==> config.mk <==
export PLATFORM = sky130hd
export DESIGN_NAME = vpp_view
export DESIGN_NICKNAME = d
export VERILOG_FILES = /design/src/hdl/vpp_pkg.sv /design/src/hdl/vpp_view.sv
export SDC_FILE = /design/constraint.sdc
export NUM_CORES = 2
export LEC_CHECK = 0
export BUFFER_PORTS_ARGS = -buffer_cell sky130_fd_sc_hd__buf_2
export CAP_MARGIN = 10
export CORE_ASPECT_RATIO = 0.8
export CORE_UTILIZATION = 50
export DETAILED_ROUTE_END_ITERATION = 7
export GPL_TIMING_DRIVEN = 0
export MAX_ROUTING_LAYER = met4
export PLACE_DENSITY_LB_ADDON = 0.2
export SYNTH_ARGS = -nofsm -noshare
export SYNTH_HDL_FRONTEND = slang
export SYNTH_SLANG_ARGS = --single-unit
==> constraint.sdc <==
create_clock -name clk -period 7.1 [get_ports clk]
set_input_delay 0 -clock clk [delete_from_list [all_inputs] [get_ports clk]]
set_output_delay 0 -clock clk [all_outputs]
set_load 0.02 [all_outputs]
==> src/hdl/vpp_pkg.sv <==
// Package for the vertex projection block: payload types, constants, register indexes.
// No dependencies; every other file uses it by scoped names.
package vpp_pkg;

    localparam int FRAC_BITS = 16;
    localparam int DW        = 32;
    localparam int SIZE_W    = 13;
    localparam int PROD_W    = 64;
    localparam int QW        = 64;

    typedef enum logic [2:0] {
        REG_POS_X        = 3'd0,
        REG_POS_Y        = 3'd1,
        REG_POS_Z        = 3'd2,
        REG_DEPTH_SCALE  = 3'd3,
        REG_DEPTH_OFFSET = 3'd4,
        REG_XY_SCALE     = 3'd5,
        REG_SCREEN_W     = 3'd6,
        REG_SCREEN_H     = 3'd7
    } reg_index_t;

    typedef struct packed {
        logic signed [DW-1:0] vertex_x;
        logic signed [DW-1:0] vertex_y;
        logic signed [DW-1:0] vertex_z;
    } vertex_t;

    typedef struct packed {
        logic signed [DW-1:0] screen_x;
        logic signed [DW-1:0] screen_y;
        logic signed [DW-1:0] depth_out;
        logic                 depth_was_zero;
    } result_t;

    typedef struct packed {
        logic signed [DW-1:0]   pos_x;
        logic signed [DW-1:0]   pos_y;
        logic signed [DW-1:0]   pos_z;
        logic signed [DW-1:0]   depth_scale;
        logic signed [DW-1:0]   depth_offset;
        logic signed [DW-1:0]   xy_scale;
        logic [SIZE_W-1:0]      screen_width;
        logic [SIZE_W-1:0]      screen_height;
    } cfg_t;

    localparam logic signed [DW-1:0] S32_MAX = 32'sh7FFF_FFFF;
    localparam logic signed [DW-1:0] S32_MIN = 32'sh8000_0000;

    // Saturate a wide signed value to 32 bits.
    function automatic logic signed [DW-1:0] sat_w(input logic signed [PROD_W+1:0] v);
        logic signed [PROD_W+1:0] hi;
        logic signed [PROD_W+1:0] lo;
        hi = (PROD_W+2)'(S32_MAX);
        lo = -(PROD_W+2)'(64'sd2147483648);
        if (v > hi)
            return S32_MAX;
        else if (v < lo)
            return S32_MIN;
        else
            return v[DW-1:0];
    endfunction

endpackage

==> src/hdl/vpp_view.sv <==
// Viewport stages: saturate quotient, add one, scale by screen size, divide by four.
// Depends on vpp_pkg.
module vpp_view (
    input  logic                          clk,
    input  logic                          rst_n,
    input  logic                          in_valid,
    input  logic signed [vpp_pkg::QW:0]   qx,
    input  logic signed [vpp_pkg::QW:0]   qy,
    input  logic signed [vpp_pkg::DW-1:0] depth,
    input  logic                          zero,
    input  vpp_pkg::cfg_t                 cfg,
    output logic                          out_valid,
    output vpp_pkg::result_t              res
);

    localparam int DW = vpp_pkg::DW;
    localparam int PW = DW + 2 + vpp_pkg::SIZE_W + 1;

    logic signed [DW:0]   px_reg, py_reg;
    logic signed [DW-1:0] d1_reg, d2_reg;
    logic                 z1_reg, z2_reg, v1_reg, v2_reg;
    logic signed [PW-1:0] sx_reg, sy_reg;

    logic signed [DW:0] one;
    assign one = (DW+1)'(1) <<< vpp_pkg::FRAC_BITS;

    always_ff @(posedge clk)
    begin
        px_reg <= (DW+1)'(vpp_pkg::sat_w((vpp_pkg::PROD_W+2)'(qx))) + one;
        py_reg <= (DW+1)'(vpp_pkg::sat_w((vpp_pkg::PROD_W+2)'(qy))) + one;
        d1_reg <= depth;
        z1_reg <= zero;
        sx_reg <= PW'(px_reg) * $signed({1'b0, cfg.screen_width});
        sy_reg <= PW'(py_reg) * $signed({1'b0, cfg.screen_height});
        d2_reg <= d1_reg;
        z2_reg <= z1_reg;
    end

    always_ff @(posedge clk or negedge rst_n)
    begin
        if (!rst_n)
        begin
            v1_reg <= 1'b0;
            v2_reg <= 1'b0;
        end
        else
        begin
            v1_reg <= in_valid;
            v2_reg <= v1_reg;
        end
    end

    always_comb
    begin
        res.screen_x       = vpp_pkg::sat_w((vpp_pkg::PROD_W+2)'(sx_reg >>> 2));
        res.screen_y       = vpp_pkg::sat_w((vpp_pkg::PROD_W+2)'(sy_reg >>> 2));
        res.depth_out      = d2_reg;
        res.depth_was_zero = z2_reg;
    end
    assign out_valid = v2_reg;

endmodule

Yosys cells after proc, flatten, opt, wreduce, memory -nomap -nowiden:

Cells that the tools add are included.

* $lt $le $gt $ge: 8
* add/subtract/negate cells: 2
* mux-type cells: 8
* multipliers: 2

Operators by type and width (number)
* 32-bit two-way mux: 8
* 65-bit by 32-bit greater-than comparator with 1-bit output (second input constant): 2
* 65-bit by 32-bit less-than comparator with 1-bit output (second input constant): 2
* 33-bit by 14-bit multiplier with 47-bit output: 2
* 45-bit by 32-bit greater-than comparator with 1-bit output (second input constant): 2
* 45-bit by 32-bit less-than comparator with 1-bit output (second input constant): 2
* 32-bit by 18-bit adder with 33-bit output (second input constant): 2

* word-level logic and storage cells: 30
* output and inout port bits: 98
* flip-flop bits (word level): 228

Longest topological paths before layout:

* word-level depth: 4
* mapped depth: 25
* mapped depth without buffers: 24

Worst setup path before layout:

OpenSTA, ideal clock, no wires.

* path type: flip-flop to flip-flop
* start: reg py_reg[21]
* end: reg sy_reg[40]
* period minus slack after synthesis: 6128 ps
* arrival: 6010 ps
* path slack: 972 ps
* setup time: 119 ps
* cell stages (with the launch flop): 25
* cell sequence: dfxtp_1 -> clkbuf_1 -> and2_1 -> fa_1 -> inv_1 -> fa_1 -> inv_1 -> fa_1 -> fa_1 -> fa_1 -> inv_1 -> fa_1 -> inv_1 -> ha_1 -> buf_2 -> a21o_1 -> a21o_1 -> a21o_1 -> a211oi_1 -> o221ai_1 -> a21oi_1 -> o41ai_2 -> a221oi_2 -> o21ai_1 -> xnor2_1

* cells in the longest elaborated chain, start to end: 1

RTL lines
* start, declared: line vpp_view.sv:19 `logic signed [DW:0] px_reg, py_reg;`
* start signal, assigned: line vpp_view.sv:30 `py_reg <= (DW+1)'(vpp_pkg::sat_w((vpp_pkg::PROD_W+2)'(qy))) + one;`
* 33-bit by 14-bit multiplier with 47-bit output: line vpp_view.sv:34 `sy_reg <= PW'(py_reg) * $signed({1'b0, cfg.screen_height});`
* end signal, assigned: line vpp_view.sv:34
* end, declared: line vpp_view.sv:22 `logic signed [PW-1:0] sx_reg, sy_reg;`

No other way between the ends.

Final worst setup path:

* start: reg px_reg[13]
* end: reg sx_reg[46] (netlist name)

* cells in the longest elaborated chain, start to end: 1

RTL lines
* start, declared: line vpp_view.sv:19
* start signal, assigned: line vpp_view.sv:29 `px_reg <= (DW+1)'(vpp_pkg::sat_w((vpp_pkg::PROD_W+2)'(qx))) + one;`
* 33-bit by 14-bit multiplier with 47-bit output: line vpp_view.sv:33 `sx_reg <= PW'(px_reg) * $signed({1'b0, cfg.screen_width});`

No other way between the ends.

==> impl_metrics.py <==
metrics = {
    "synthesis": {
        "synthTopCellsByArea": "fa_1 (43%), dfxtp_1 (12%), inv_1 (8.7%)",
        "synth_cell_types": 69,
        "avgSynthCellArea_um2": 9.11,
        "yosys_warnings": 0,
        "netlist_area_mm2": 0.0362,
        "synth_top_area_share": 0.430,
        "synth-seq-cells": 224,
        "yosys.area.top_type": "fa_1",
        "syn_nets": 5357,
        "synth-seq-area-share": 0.124,
        "postSynth.topFlopCell": "dfxtp_1",
        "synthArstFlopShare": 0.00893,
        "synthCells": 3979,
        "synth_enable_flop_cells": 0,
    },
    "timing": {
        "worst_pin_slew_ns": 1.09,
        "rsz0062_at_grt": "yes",
        "fmax_ghz": 0.145,
        "period_share": 0.971,
        "setup_viol": 0,
        "worst_slack_ns": 0.203,
        "relSlewSlack": 0.266,
        "timing.final.crit_period_ns": 6.90,
        "hold_slack_ns": 0.0481,
        "maxSlewViolCount": 0,
        "clock_skew_ns": 0.0144,
        "hold_violations": 0,
        "tns_ns": 0,
    },
    "clocking": {
        "cts-buffers-inserted": 26,
        "cts_tree": "done",
        "cts-root-buf": "clkbuf_16",
        "clk_latency_ns": 0.58,
        "cts_sinks": 224,
        "clkSlewWorstSetupHoldPaths_ns": 0.07,
        "cts_max_path_buffers": 3,
        "h-tree-depth": 1,
    },
    "routing": {
        "vias": 28600,
        "drt-pass1-iter-count": 6,
        "ant_nets": 0,
        "wl_mm": 107,
        "avgRoutedWirePerCell_um": 20.0,
        "drcViolationCount": 0,
        "first_iter_violations": 2119,
        "via_per_inst": 5.32,
    },
    "global_route": {
        "grt_pass1_vias": 29600,
        "grt_max_degree": 15,
        "grt_use_total": 0.315,
        "antenna_found_initial": 7,
        "grt_pass1_wl_mm": 171,
        "overflow": 0,
    },
    "job": {
        "cap_violations": 0,
    },
    "cells_and_area": {
        "synthToLayoutAreaGrowth_pct": 13.8,
        "nets": 5798,
        "seqCellArea_mm2": 0.00450,
        "multi_input_area_mm2": 0.0280,
        "fin_cells": 5377,
        "fillers": 6369,
        "drive_gt1_frac": 0.0982,
    },
    "setup_path": {
        "crit_cells": 22,
        "cp.arrival_ns": 7.39,
        "critPathMaxStageDelay_ns": 0.55,
        "crit_chain": "buf_2 > nand2_1 > fa_1 > inv_1 > fa_1 > fa_1 > fa_1 > fa_1 > inv_1 > fa_1 > inv_1 > ha_1 > a21oi_1 > inv_1 > a221o_1 > a21oi_1 > o21ai_0 > o2bb2ai_2 > o41ai_4 > o311a_1 > a21oi_1 > xnor2_1",
        "path_buf_inv": 5,
        "crit_end": "sx_reg[46]",
        "timing.rr.start": "px_reg[13]",
        "r2r_cells": 22,
        "end_kind": "flop",
        "crit_start": "px_reg[13]",
        "crit_fanout": 10,
        "crit_top_cell": "fa_1",
        "critical_path.top_delay_family": "adder cells",
        "worstSetupStartpointType": "flop",
        "critical_path_class": "flop to flop",
        "cp.required_ns": 7.59,
        "reg2reg_slack_ns": 0.20,
        "reg2reg_to": "sx_reg[46]",
        "crit_slowest_cell": "fa_1",
    },
    "placement": {
        "pre_cts_ws_ns": -0.309,
        "gp_congestion": 0.970,
        "dpl.cell_count": 5205,
        "io_buffers": 289,
        "dpl.hpwl_mm": 88.5,
    },
    "floorplanning": {
        "die-area_mm2": 0.0736,
        "placementRows": 87,
        "initial_core_util": 0.510,
        "fp.dieH_um": 243,
        "design.core.area_mm2": 0.0711,
        "boundaryPins": 482,
        "dieWidth_um": 303,
    },
    "run_status": {
        "status": "finished clean",
    },
    "hold_path": {
        "hold_start": "cfg[13]",
        "hp-class": "input pin to flop",
    },
}
## worst register-to-register path: stages (launching register included)
cell and delay (ns):
dfxtp_1 0.50, buf_2 0.31, nand2_1 0.12, fa_1 0.55, inv_1 0.05, fa_1 0.46, fa_1 0.53, fa_1 0.52
fa_1 0.54, inv_1 0.05, fa_1 0.54, inv_1 0.05, ha_1 0.36, a21oi_1 0.27, inv_1 0.17, a221o_1 0.37
a21oi_1 0.21, o21ai_0 0.18, o2bb2ai_2 0.20, o41ai_4 0.35, o311a_1 0.22, a21oi_1 0.07, xnor2_1 0.19
## cells in the mapped netlist, drive strengths merged, types with 2 or more instances
| master | number |
|---|---|
| a211o | 3 |
| a211oi | 8 |
| a21boi | 14 |
| a21o | 47 |
| a21oi | 91 |
| a221o | 2 |
| a31o | 2 |
| a31oi | 13 |
| a41o | 2 |
| a41oi | 2 |
| and2 | 388 |
| and3 | 13 |
| and4 | 6 |
| buf | 8 |
| clkbuf | 182 |
| dfrtp | 2 |
| dfxtp | 222 |
| fa | 778 |
| ha | 216 |
| inv | 844 |
| nand2 | 622 |
| nand2b | 10 |
| nand3 | 31 |
| nand3b | 3 |
| nand4 | 46 |
| nor2 | 63 |
| nor2b | 7 |
| nor3 | 20 |
| nor4 | 22 |
| o211a | 3 |
| o211ai | 7 |
| o21a | 70 |
| o21ai | 59 |
| o21bai | 22 |
| o221ai | 3 |
| o22ai | 2 |
| o31ai | 3 |
| o41ai | 8 |
| or2 | 2 |
| or3 | 3 |
| xnor2 | 82 |
| xor2 | 35 |
## what timing repair did
action / 4_1_cts / 5_1_grt
pin swaps: 0 / 3
hold buffers: 119 / 0
setup endpoints to repair: 12 / 23
buffers inserted: 0 / 2
gates cloned: 0 / 0
hold endpoints to repair: 102 / 0
gates resized for setup: 22 / 110
## how the worst min path moves through the flow
stage          slack (ns)         end  cells past startpoint
2_1_floorplan       -0.30   out_valid                      0
3_3_place_gp        -0.21   out_valid                      1
3_5_place_dp        -0.21   out_valid                      1
4_1_cts             0.009   sx_reg[2]                      3
5_1_grt              0.04  d1_reg[30]                      2
6_report             0.05   sx_reg[2]                      3
## metrics by stage
stage / instance area [µm²] / util
finish: 41200 / 0.580
floorplan: 36200 / -
detailed placement: 38900 / 0.547
CTS: 41100 / 0.578
global route: 41200 / 0.580
global placement: 38900 / 0.547
## placed cells by master, fill, tap and decap left out, drive strengths merged, types with 5 or more instances in the layout
| cell | Yosys | final |
|---|---|---|
| nand2b | 10 | 10 |
| inv | 844 | 846 |
| ha | 216 | 216 |
| a21boi | 14 | 14 |
| nand4 | 46 | 46 |
| a31oi | 13 | 13 |
| dfxtp | 222 | 222 |
| xor2 | 35 | 35 |
| a21oi | 91 | 91 |
| o21bai | 22 | 22 |
| nor2 | 63 | 63 |
| nor3 | 20 | 20 |
| and4 | 6 | 6 |
| o211ai | 7 | 7 |
| bufinv | 0 | 5 |
| nor4 | 22 | 22 |
| o21a | 70 | 70 |
| a21o | 47 | 47 |
| dlygate4sd3 | 0 | 119 |
| clkinvlp | 0 | 5 |
| nor2b | 7 | 7 |
| fa | 778 | 778 |
| and2 | 388 | 388 |
| o41ai | 8 | 8 |
| o21ai | 59 | 59 |
| and3 | 13 | 13 |
| clkbuf | 182 | 206 |
| nand2 | 622 | 622 |
| nand3 | 31 | 31 |
| xnor2 | 82 | 82 |
| buf | 8 | 311 |
| a211oi | 8 | 8 |
## per-layer routing
layer / routed length (µm) / share of wire / GRT usage / vias to the layer above
met5: 0 / 0 / - / -
met4: 2600 / 0.024 / 0.0616 / 0
met3: 12800 / 0.12 / 0.0892 / 160
met2: 43600 / 0.41 / 0.436 / 1376
met1: 48400 / 0.45 / 0.459 / 14200
li1: - / - / - / 12800
## final cells by class
class	count	share of cell area
flip-flops and latches	224	0.109
diodes	3	0.000182
well taps	934	0.0283
inverters	844	0.0768
clock buffers	33	0.0169
repair buffers	413	0.0649
plain buffers	190	0.0194
clock inverters	15	0.00570
multi-input cells	2721	0.679
## logic make-up (layout without fill, tap and decap cells)
family / count (synthesis) / after routing / synth area share
compound gates: 369 / 369 / 0.0693
buf+inv: 1034 / 1495 / 0.107
flops: 224 / 224 / 0.124
other cells: 0 / 3 / 0
simple gates: 1240 / 1240 / 0.167
mux: 1 / 1 / 0.000276
xor+xnor: 117 / 117 / 0.0283
fa+ha+maj: 994 / 994 / 0.504
Power is left out: the tool's default activity adds up to more than one toggle a clock period on the data nets, which glitch-free logic cannot reach.
