## src/hdl/vpp_pkg.sv

```systemverilog
// Package for the vertex projection block: payload types, constants, register indexes.
// No dependencies; every other file uses it by scoped names.
package vpp_pkg;

    localparam int FRAC_BITS = 16;
    localparam int DW        = 32;
    localparam int SIZE_W    = 13;
    localparam int PROD_W    = 64;
    localparam int QW        = 64;

    typedef enum logic [2:0] {
        REG_POS_X        = 3'd0,
        REG_POS_Y        = 3'd1,
        REG_POS_Z        = 3'd2,
        REG_DEPTH_SCALE  = 3'd3,
        REG_DEPTH_OFFSET = 3'd4,
        REG_XY_SCALE     = 3'd5,
        REG_SCREEN_W     = 3'd6,
        REG_SCREEN_H     = 3'd7
    } reg_index_t;

    typedef struct packed {
        logic signed [DW-1:0] vertex_x;
        logic signed [DW-1:0] vertex_y;
        logic signed [DW-1:0] vertex_z;
    } vertex_t;

    typedef struct packed {
        logic signed [DW-1:0] screen_x;
        logic signed [DW-1:0] screen_y;
        logic signed [DW-1:0] depth_out;
        logic                 depth_was_zero;
    } result_t;

    typedef struct packed {
        logic signed [DW-1:0]   pos_x;
        logic signed [DW-1:0]   pos_y;
        logic signed [DW-1:0]   pos_z;
        logic signed [DW-1:0]   depth_scale;
        logic signed [DW-1:0]   depth_offset;
        logic signed [DW-1:0]   xy_scale;
        logic [SIZE_W-1:0]      screen_width;
        logic [SIZE_W-1:0]      screen_height;
    } cfg_t;

    localparam logic signed [DW-1:0] S32_MAX = 32'sh7FFF_FFFF;
    localparam logic signed [DW-1:0] S32_MIN = 32'sh8000_0000;

    // Saturate a wide signed value to 32 bits.
    function automatic logic signed [DW-1:0] sat_w(input logic signed [PROD_W+1:0] v);
        logic signed [PROD_W+1:0] hi;
        logic signed [PROD_W+1:0] lo;
        hi = (PROD_W+2)'(S32_MAX);
        lo = -(PROD_W+2)'(64'sd2147483648);
        if (v > hi)
            return S32_MAX;
        else if (v < lo)
            return S32_MIN;
        else
            return v[DW-1:0];
    endfunction

endpackage

```

## src/hdl/vpp_cfg.sv

```systemverilog
// Configuration register file of the vertex projection block.
// Depends on vpp_pkg.
module vpp_cfg (
    input  logic                        clk,
    input  logic                        rst_n,
    input  logic                        cfg_we,
    input  logic [2:0]                  cfg_index,
    input  logic [vpp_pkg::DW-1:0]      cfg_data,
    output vpp_pkg::cfg_t               cfg
);

    vpp_pkg::cfg_t cfg_reg;
    vpp_pkg::cfg_t cfg_next;

    always_comb
    begin
        cfg_next = cfg_reg;
        if (cfg_we)
        begin
            unique case (vpp_pkg::reg_index_t'(cfg_index))
                vpp_pkg::REG_POS_X:        cfg_next.pos_x = cfg_data;
                vpp_pkg::REG_POS_Y:        cfg_next.pos_y = cfg_data;
                vpp_pkg::REG_POS_Z:        cfg_next.pos_z = cfg_data;
                vpp_pkg::REG_DEPTH_SCALE:  cfg_next.depth_scale = cfg_data;
                vpp_pkg::REG_DEPTH_OFFSET: cfg_next.depth_offset = cfg_data;
                vpp_pkg::REG_XY_SCALE:     cfg_next.xy_scale = cfg_data;
                vpp_pkg::REG_SCREEN_W:
                    cfg_next.screen_width = cfg_data[vpp_pkg::SIZE_W-1:0];
                vpp_pkg::REG_SCREEN_H:
                    cfg_next.screen_height = cfg_data[vpp_pkg::SIZE_W-1:0];
                default: ;
            endcase
        end
    end

    always_ff @(posedge clk or negedge rst_n)
    begin
        if (!rst_n)
        begin
            cfg_reg.pos_x         <= '0;
            cfg_reg.pos_y         <= '0;
            cfg_reg.pos_z         <= '0;
            cfg_reg.depth_scale   <= 32'sd65543;
            cfg_reg.depth_offset  <= 32'sd6554;
            cfg_reg.xy_scale      <= 32'sd65536;
            cfg_reg.screen_width  <= 13'd640;
            cfg_reg.screen_height <= 13'd480;
        end
        else
        begin
            cfg_reg <= cfg_next;
        end
    end

    assign cfg = cfg_reg;

endmodule

```

## config.mk

```make
export PLATFORM = sky130hd
export DESIGN_NAME = vpp_cfg
export DESIGN_NICKNAME = d
export VERILOG_FILES = /design/src/hdl/vpp_pkg.sv /design/src/hdl/vpp_cfg.sv
export SDC_FILE = /design/constraint.sdc
export NUM_CORES = 1
export LEC_CHECK = 0
export ABC_AREA = 1
export BUFFER_PORTS_ARGS = -buffer_cell sky130_fd_sc_hd__buf_2
export CORE_ASPECT_RATIO = 0.7
export CORE_MARGIN = 1.5
export CORE_UTILIZATION = 45
export CTS_BUF_LIST = sky130_fd_sc_hd__clkbuf_4 sky130_fd_sc_hd__clkbuf_8
export DETAILED_ROUTE_END_ITERATION = 12
export GPL_ROUTABILITY_DRIVEN = 0
export PLACE_DENSITY = 0.71
export SYNTH_ARGS = -nofsm -noshare
export SYNTH_HDL_FRONTEND = slang
export SYNTH_SLANG_ARGS = --single-unit
```

## constraint.sdc

```tcl
create_clock -name clk -period 0.83 [get_ports clk]
set_input_delay 0.0415 -clock clk [delete_from_list [all_inputs] [get_ports clk]]
set_output_delay 0.0415 -clock clk [all_outputs]
set_load 0.02 [all_outputs]
```

## After elaboration in Yosys (flattened, before gate mapping)

Index checks and enable logic that the tools add are counted.

| storage, ports and cells | value |
|---|---|
| flip-flop bits (word level) | 218 |
| output and inout port bits | 218 |

| operators by class | value |
|---|---|
| equal/unequal tests | 7 |
| reductions and logical operators | 9 |

Operators by type and width:

| operator | number |
|---|---|
| AND reduction 2 bit | 8 |
| == test 3 bit, second input constant | 4 |
| == test 3 x 2 -> 1 bit, second input constant | 2 |
| == test 3 x 1 -> 1 bit, second input constant | 1 |
| logical NOT 3 bit | 1 |

## Depth between registers and ports, before layout

Gate-level depths: netlist of the first run.

| logic depth | value |
|---|---|
| depth in word-level cells | 2 |
| mapped depth | 6 |
| depth with buffers taken out | 5 |

## Least setup slack after synthesis of the first run

No wires, ideal clock.

| path | value |
|---|---|
| path type | input to register |
| start | input cfg_we |
| end | register cfg_reg, in the netlist cfg[160] |
| library setup time | 0.066 ns |
| arrival time | 0.756 ns |
| setup slack | 0.008 ns |
| cell stages on the path | 6 |
| path buffers | 2 |
| path through | inv_1 -> nor2_4 -> buf_2 -> buf_2 -> nand3_1 -> nand2_1 |

| on the way | value |
|---|---|
| longest elaborated chain between the ends | 1 |

Ends and longest elaborated chain:

| element | RTL line | source |
|---|---|---|
| start: declaration | vpp_cfg.sv:6 | `input logic cfg_we,` |
| AND reduction 2 bit (no source line) | n/a |  |
| end signal: assignment | vpp_cfg.sv:51 | `cfg_reg <= cfg_next;` |
| end: declaration | vpp_cfg.sv:12 | `vpp_pkg::cfg_t cfg_reg;` |

No other way between the ends.
A chain may end at the register's enable or synchronous reset.

## Worst setup path after layout of the first run

| path | value |
|---|---|
| start | register cfg_reg, in the netlist cfg[69] |
| end | output cfg[69] in the netlist's numbering |

RTL lines:

| element | RTL line | source |
|---|---|---|
| end: declaration | vpp_cfg.sv:9 | `output vpp_pkg::cfg_t cfg` |

No word-level cell between the ends.

==> results of run 1 <==
==> worst reg2reg max path, stage by stage, from the launching register on <==
cell and delay [ns]:
dfrtp_1 0.40, buf_4 0.14, buf_4 0.12, nand2_1 0.08
nand2_1 0.08
==> cells in the final DEF (no fill, tap or decap) <==
cell type / n
nand2_1: 525
buf_6: 221
dfrtp_1: 200
buf_4: 157
nand3_1: 128
clkbuf_8: 37
buf_2: 36
dlygate4sd3_1: 33
dfstp_2: 18
clkbuf_4: 17
buf_12: 15
nand2_2: 13
nor2_4: 6
inv_1: 3
inv_2: 3
clkinv_2: 3
nor2_1: 2
nand2_4: 1
clkinvlp_4: 1
buf_8: 1
==> what timing repair did <==
| item | 4_1_cts | 5_1_grt |
|---|---|---|
| hold endpoints to repair | 436 | 11 |
| resized for setup | 436 | 18 |
| endpoints found under the setup margin | 218 | 220 |
| pin swaps | 0 | 8 |
| setup buffers | 64 | 61 |
==> how the worst max path moves through the flow <==
stage | slack (ns) | depth (start not counted) | endpoint | from
after detailed placement | -0.24 | 7 | cfg[71] | cfg_index[2]
final | -0.38 | 1 | cfg[69] | cfg[69]
after floorplan | 0.008 | 6 | cfg[160] | cfg_we
after global routing | -0.43 | 1 | cfg[91] | cfg[91]
after CTS | -0.42 | 1 | cfg[5] | cfg[5]
after global placement | -0.22 | 6 | cfg[58] | cfg_index[0]
==> per-layer routing <==
layer / wire [µm] / share of wire [%] / vias to the layer above
met3: 3210 / 9.9 / 86
li1: - / - / 3863
met5: 0 / 0 / -
met4: 894 / 2.8 / 0
met1: 13100 / 40 / 4256
met2: 15200 / 47 / 555
==> cell families (layout without fill, tap and decap cells) <==
family / Yosys count / in the layout / share of synthesized area [%]
buffers and inverters: 73 / 527 / 3.72
flip-flops: 218 / 218 / 64.4
AND/OR/NAND/NOR: 675 / 675 / 31.8
==> through the flow <==
stage | utilization (%) | instances | hold slack (ns) | setup TNS [ns]
floorplan | - | 966 | -0.254 | 0
global placement | 56.9 | 1441 | -0.0931 | -30.63
detailed placement | 56.9 | 1441 | -0.0873 | -35.21
CTS | 72.4 | 1596 | -0.0315 | -61.24
global route | 75.2 | 1656 | -0.0297 | -67.85
finish | 75.2 | 1656 | -0.00900 | -57.21
==> power by group through the flow <==
stage	Clock (mW)	Sequential, mW	Combinational [mW]
floorplan	0	16.4	1.88
global placement	0	14.1	7.63
detailed placement	0	14.0	7.82
CTS	9.06	14.4	11.1
global route	9.73	14.7	13.0
finish	9.04	14.5	12.3
==> final cells by class <==
cell class | instances | area, µm² | share of cell area, %
Clock buffer | 54 | 637 | 4.64
Multi-Input combinational cell | 675 | 2780 | 20.2
Tap cell | 236 | 295 | 2.15
Sequential cell | 218 | 5480 | 39.9
Inverter | 6 | 22.5 | 0.164
Timing Repair Buffer | 463 | 4490 | 32.7
Clock inverter | 4 | 22.5 | 0.164
==> results_dict.tcl, run 1 <==
set metrics [dict create \
    start_util_pct 46.5 \
    viasPerCell 5.29 \
    antenna_found_initial 0 \
    crit_path_end_kind "output pin" \
    clockPowerShare_pct 25.2 \
    wl_um 32400 \
    die_area_mm2 0.0197 \
    cp.required_ns 0.79 \
    synthCells 966 \
    reg2reg_from "cfg[40]" \
    r2r-end "cfg[40]" \
    cts_made_buffers 34 \
    cp_top_family "flip-flops" \
    synth-edff-count 0 \
    max_slew_margin_pct 80.8 \
    syn_area_mm2 0.00850 \
    dieWidth_um 167 \
    fmax_mhz 824 \
    core_mm2 0.0183 \
    grt_use_met2_pct 48.9 \
    p_leak_nw 7.50 \
    yosysWarnings 0 \
    drc 0 \
    finalCritPeriodShare_pct 146 \
    rsz0062_at_grt "yes" \
    drt_iter0_drc 872 \
    swShare_pct 33.6 \
    timing.hold.ws_ns -0.00900 \
    ios 256 \
    synth_async_sr_flop_share_pct 100 \
    die_h_um 118 \
    setup_slack_ns -0.383 \
    drt_pass1_iterations 8 \
    finClkSkew_ns 0 \
    avgSynthCellArea_um2 8.80 \
    setup_viol_count_final 246 \
    synth_top_cells_by_count "nand2_1, dfrtp_1, nand3_1" \
    synth_top_area_cell "dfrtp_1" \
    status "finished, violations left" \
    synth_ff_type "dfrtp_1" \
    slowest_stage "dfstp_2" \
    grt_max_degree 54 \
    ys_top_cells_by_area "dfrtp_1, nand2_1, nand3_1, dfstp_2, clkbuf_1" \
    ys_seq_area_share_pct 64.4 \
    syn-num-nets 1004 \
    power.density_mw_per_mm2 2610 \
    critical-path-max-stage-delay_ns 0.55 \
    preCtsSetupSlack_ns -0.242 \
    fill_cells 1176 \
    pwr-share-seq_pct 40.5 \
    reg2reg_depth 4 \
    clkTransAtPathRegs_ns 0.07 \
    drv_cap 0 \
    violations "hold timing, setup timing" \
    grt_pass1_vias 8460 \
    synth_cell_types 13 \
    comb_power_share_pct 34.3 \
    grtUsageMet3_pct 7.87 \
    critical_path_buf_inv_count 1 \
    largest_reg_flops 218 \
    worstMarginPinSlew_ns 0.288 \
    slew_viol_final 0 \
    timing.final.crit_period_ns 1.21 \
    antenna_cells 0 \
    power_mw 35.9 \
    critPathLaunchType "register" \
    clockBufferDepth 3 \
    globalRouteOverflowTotal 0 \
    root_buffer "clkbuf_8" \
    met1_usage_pct 42.4 \
    grt-busiest-layer "met2" \
    path_class "reg -> out" \
    final_nets 1436 \
    cts_hold_buf 33 \
    io_buffer_count 255 \
    p_switching_mw 12.0 \
    clock-sinks 218 \
    grt_usage_pct 31.0 \
    hold_class "in -> async" \
    clk_latency_ns 0.49 \
    hold_violations 4 \
    htree_levels 2 \
    ys_ff_latch 218 \
    vias 8760 \
    worstPathArrival_ns 1.17 \
    post-dp-hpwl_um 18100 \
    cp_cell_sequence "buf_6" \
    cts_tree "done" \
    ant_nets 0 \
    final_area_mm2 0.0137 \
    synth_most_common_cell "nand2_1" \
    grt_pass1_wl_um 47400 \
    wire_per_inst_um 19.6 \
    syn2layout_area_growth_pct 61.5 \
    fp-row-count 41 \
    reg2reg_slack_ns -0.12 \
    synth_top_area_share_pct 58.9 \
    dpl_cell_area_mm2 0.0104 \
    ir_drop_mv 1.46 \
    path_max_fanout 2 \
    drive_gt1_share_pct 37.3 \
    p_int_mw 23.8 \
]
No activity file was read; power rests on OpenSTA's default activity.
==> run 2: changes to the inputs <==
CORE_UTILIZATION = 53   (was 45)
PLACE_DENSITY = 0.82   (was 0.71)
==> run 2 against run 1 <==
The flow still finishes with violations (hold timing, setup timing). Routed wire length increased by 23%. Clock power up 9.2%. Highest routed layer unchanged. Core utilization increased by 14 points. Worst hold slack got worse by 0.049 ns. Clock skew is the same. Cell area grew 1.0%. Combinational power is 8% higher. First-iteration DRC count rose by 40%. Die area is 15% lower. Sequential power is essentially flat. Via count rose by 13%.
==> results_dict.tcl, run 2 (synthesized netlist as in run 1, its figures left out) <==
set metrics [dict create \
    critical-path-max-stage-delay_ns 0.56 \
    power.density_mw_per_mm2 2730 \
    wl_um 39900 \
    ir_drop_mv 1.72 \
    hold_violations 9 \
    viasPerCell 6.06 \
    timing.final.crit_period_ns 1.28 \
    start_util_pct 54.5 \
    globalRouteOverflowTotal 0 \
    vias 9909 \
    worstMarginPinSlew_ns 0.329 \
    rsz0062_at_grt "yes" \
    syn2layout_area_growth_pct 63.1 \
    die_h_um 109 \
    drive_gt1_share_pct 38.3 \
    cp_cell_sequence "buf_6" \
    path_max_fanout 2 \
    grt_usage_pct 41.3 \
    core_mm2 0.0156 \
    drv_cap 0 \
    grt_pass1_vias 9439 \
    clockPowerShare_pct 26.1 \
    fin_cells 1634 \
    antenna_cells 0 \
    cts_tree "done" \
    hold_class "in -> async" \
    cp_top_family "flip-flops" \
    setup_slack_ns -0.453 \
    fmax_mhz 779 \
    swShare_pct 35.1 \
    fp-row-count 38 \
    clk_latency_ns 0.55 \
    timing.hold.ws_ns -0.0581 \
    grt_max_degree 38 \
    p_leak_nw 7.61 \
    slew_viol_final 0 \
    htree_levels 1 \
    post-dp-hpwl_um 18200 \
    largest_reg_flops 218 \
    critical_path_buf_inv_count 1 \
    crit_path_end_kind "output pin" \
    finalCritPeriodShare_pct 155 \
    final_nets 1448 \
    clkTransAtPathRegs_ns 0.08 \
    ant_nets 0 \
    comb_power_share_pct 35.1 \
    critPathLaunchType "register" \
    final_util_pct 88.9 \
    io_buffer_count 255 \
    antenna_found_initial 0 \
    drt_iter0_drc 1220 \
    ios 256 \
    finClkSkew_ns 0 \
    final_common_cell "nand2_1" \
    clock-sinks 218 \
    die_area_mm2 0.0168 \
    clockBufferDepth 3 \
    p_switching_mw 13.3 \
    dp.cells 1404 \
    slowest_stage "dfstp_2" \
    max_slew_margin_pct 78.0 \
    drc 0 \
    worstPathArrival_ns 1.24 \
    violations "hold timing, setup timing" \
    cp.required_ns 0.79 \
    cts_made_buffers 31 \
    status "finished, violations left" \
    drt_pass1_iterations 6 \
    preCtsSetupSlack_ns -0.276 \
    wire_per_inst_um 24.4 \
    cts_hold_buf 33 \
    p_int_mw 24.5 \
    grt_pass1_wl_um 52300 \
    pwr-share-seq_pct 38.8 \
    path_class "reg -> out" \
    setup_viol_count_final 253 \
    dieWidth_um 154 \
    mostFrequentLayoutCells "nand2_1, buf_6, dfrtp_1" \
    root_buffer "clkbuf_8" \
]
==> run 2: cell count changes in the layout (fill, tap and decap cells not counted), sizes merged <==
cell,delta
buf,+15
bufinv,+1
clkbuf,-5
clkinv,+3
clkinvlp,-1
inv,+1
==> run 2: cell type report <==
class | instances | area (µm²)
sequential | 218 | 5480
timing repair buffer | 478 | 4590
multi-input combinational | 675 | 2800
fill | 603 | 1730
clock buffer | 49 | 656
tap | 200 | 250
clock inverter | 8 | 68.8
inverter | 6 | 22.5
==> run 2: power groups by stage <==
stage | registers (mW) | clock network (mW) | logic [mW]
3_3_place_gp | 14.0 | 0 | 7.63
4_1_cts | 14.3 | 9.55 | 11.2
6_report | 14.7 | 9.87 | 13.3
3_5_place_dp | 14.0 | 0 | 7.83
5_1_grt | 14.7 | 10.3 | 13.8
2_1_floorplan | 16.4 | 0 | 1.88
==> run 2: final timing paths <==
check / endpoint / from / slack [ns] / depth (start not counted)
worst max-delay path: cfg[5] / cfg[5] / -0.45 / 1
worst min-delay path: cfg[0] / rst_n / -0.06 / 2
worst max register to register: cfg[132] / cfg[132] / -0.13 / 4
worst min register to register: cfg[20] / cfg[20] / 0.48 / 2
max in group asynchronous: cfg[91] / rst_n / 0.31 / 3
min in group clk: cfg[122] / cfg_index[0] / 0.05 / 5
==> run 2: worst register-to-register path, delay by kind of cell, from the launching register on <==
family / cells / cell delay [ns]
DFF: 1 / 0.43
buffers and inverters: 2 / 0.28
and+or+nand+nor: 2 / 0.14
==> run 2: repair_timing <==
action | 4_1_cts | 5_1_grt
pin swaps | 0 | 11
hold endpoints to repair | 436 | 9
buffers inserted | 69 | 72
endpoints found under the setup margin | 218 | 228
gates resized for setup | 436 | 34
==> run 2: stage by stage <==
step,hold slack [ns],setup TNS (ns),power (mW),area (µm²)
floorplan,-0.254,0,18.3,8500
global placement,-0.0831,-38.10,21.6,10300
detailed placement,-0.0831,-43.82,21.8,10300
CTS,-0.0654,-70.13,35.1,13200
global route,-0.0572,-79.89,38.8,13900
finish,-0.0581,-72.91,37.8,13900
==> run 2: per-layer routing <==
metal / track usage, % / share of wire [%] / routed length [µm] / vias up
met2: 67.5 / 45 / 18100 / 1032
met5: 0 / 0 / 0 / -
met1: 50.2 / 33 / 13300 / 4723
met3: 14.6 / 15 / 5950 / 273
met4: 19.0 / 6.5 / 2610 / 0
li1: - / - / - / 3881
==> run 3: changes to the inputs <==
CORE_UTILIZATION = 48   (was 53)
PLACE_DENSITY = 0.78   (was 0.82)
clock period = 1 ns   (was 0.83 ns; I/O delays follow)
==> run 3 against run 2 <==
Combinational power fell by 22%. Via count fell by 10%. Worst hold slack improved by 0.11 ns. Cell area fell by 0.78%. Power fell by 20%. First-iteration DRC count fell by 3.4%. Clock power fell by 21%. Setup slack improved by 0.23 ns. Critical endpoint is now cfg[20]. The flow finishes with violations (setup timing). Largest cell class unchanged. Highest routed layer is now met5. Sequential power fell by 18%.
==> results_dict.tcl, run 3 (synthesized netlist as in run 1, its figures left out) <==
set metrics [dict create \
    slew_viol_final 0 \
    clk_latency_ns 0.50 \
    setup_viol_count_final 218 \
    critical_path_buf_inv_count 1 \
    multi_input_area_mm2 0.00274 \
    clock-sinks 218 \
    post-dp-hpwl_um 17800 \
    worstPathArrival_ns 1.18 \
    path_class "reg -> out" \
    drt_iter0_drc 1179 \
    violations "setup timing" \
    vias 8901 \
    die_area_mm2 0.0185 \
    slowest_stage "dfstp_2" \
    crit_path_end_kind "output pin" \
    final_util_pct 79.7 \
    clockBufferDepth 3 \
    max_slew_margin_pct 74.6 \
    globalRouteOverflowTotal 0 \
    grt_usage_pct 33.8 \
    worstMarginPinSlew_ns 0.381 \
    power_mw 30.3 \
    final_area_mm2 0.0138 \
    grt_pass1_vias 8594 \
    syn2layout_area_growth_pct 61.9 \
    final_common_cell "nand2_1" \
    drive_gt1_share_pct 36.9 \
    wire_per_inst_um 20.0 \
    final_nets 1448 \
    ant_nets 0 \
    ir_drop_mv 1.27 \
    grt_pass1_wl_um 47900 \
    cp_top_family "flip-flops" \
    antenna_cells 0 \
    clkTransAtPathRegs_ns 0.07 \
    drv_cap 0 \
    dpl_cell_area_mm2 0.0103 \
    fp-row-count 40 \
    dieWidth_um 162 \
    grt_max_degree 41 \
    timing.final.crit_period_ns 1.23 \
    status "finished, violations left" \
    drt_pass1_iterations 6 \
    register_area_mm2 0.00548 \
    hold_class "in -> async" \
    root_buffer "clkbuf_8" \
    mostFrequentLayoutCells "nand2_1, buf_6, dfrtp_1" \
    htree_levels 2 \
    core_mm2 0.0173 \
    critPathLaunchType "register" \
    path_max_fanout 2 \
    critical-path-max-stage-delay_ns 0.56 \
    setup_slack_ns -0.225 \
    largest_reg_flops 218 \
    timing.hold.ws_ns 0.0486 \
    hold_violations 0 \
    cts_tree "done" \
    power.density_mw_per_mm2 2200 \
    cp_cell_sequence "buf_6" \
    viasPerCell 5.34 \
    finalCritPeriodShare_pct 123 \
    reg2reg_slack_ns 0.01 \
    rsz0062_at_grt "yes" \
    die_h_um 114 \
    wl_um 33400 \
    io_buffer_count 255 \
    fmax_mhz 816 \
    start_util_pct 49.2 \
    p_leak_nw 7.57 \
    preCtsSetupSlack_ns -0.105 \
    drc 0 \
    cp.required_ns 0.95 \
    antenna_found_initial 1 \
    fill_cells 969 \
    finClkSkew_ns 0 \
    cts_made_buffers 34 \
    ios 256 \
]
==> run 3: layer usage <==
layer | up-vias | wire length, µm | GRT usage, %
met3 | 87 | 3870 | 9.31
met1 | 4297 | 12800 | 45.9
met4 | 2 | 995 | 10.9
li1 | 3884 | - | -
met5 | - | 13 | 0
met2 | 631 | 15800 | 53.1
==> run 3: final timing paths <==
check | startpoint | end | cells past startpoint
setup / recovery | cfg[20] | cfg[20] | 1
hold / removal | rst_n | cfg[11] | 2
setup reg to reg | cfg[136] | cfg[136] | 4
hold reg to reg | cfg[62] | cfg[62] | 2
max in group asynchronous | rst_n | cfg[177] | 3
min in group clk | cfg_index[1] | cfg[20] | 6
==> run 3: where the power goes <==
part	internal, mW	total, mW	switching [mW]
clock network	4.32	7.84	3.52
registers	10.6	12.1	1.47
logic	5.24	10.4	5.16
total	20.2	30.3	10.1
==> run 3: layout make-up <==
cell class	instances	area share [%]
inverter	6	0.164
timing repair buffer	475	32.9
clock buffer	56	4.96
tap	231	2.10
clock inverter	5	0.200
multi-input combinational	675	19.9
sequential	218	39.8
==> run 3: what timing repair did <==
| item | 4_1_cts | 5_1_grt |
|---|---|---|
| endpoints found under the hold margin | 432 | 0 |
| gates resized for setup | 436 | 0 |
| hold buffers | 33 | 0 |
| endpoints found under the setup margin | 218 | 218 |
| setup buffers | 68 | 73 |
==> run 3: through the flow <==
step | instances | TNS, ns
detailed placement | 1431 | -3.93
finish | 1666 | -20.92
global placement | 1431 | -3.26
floorplan | 966 | 0
CTS | 1593 | -23.44
global route | 1666 | -28.40
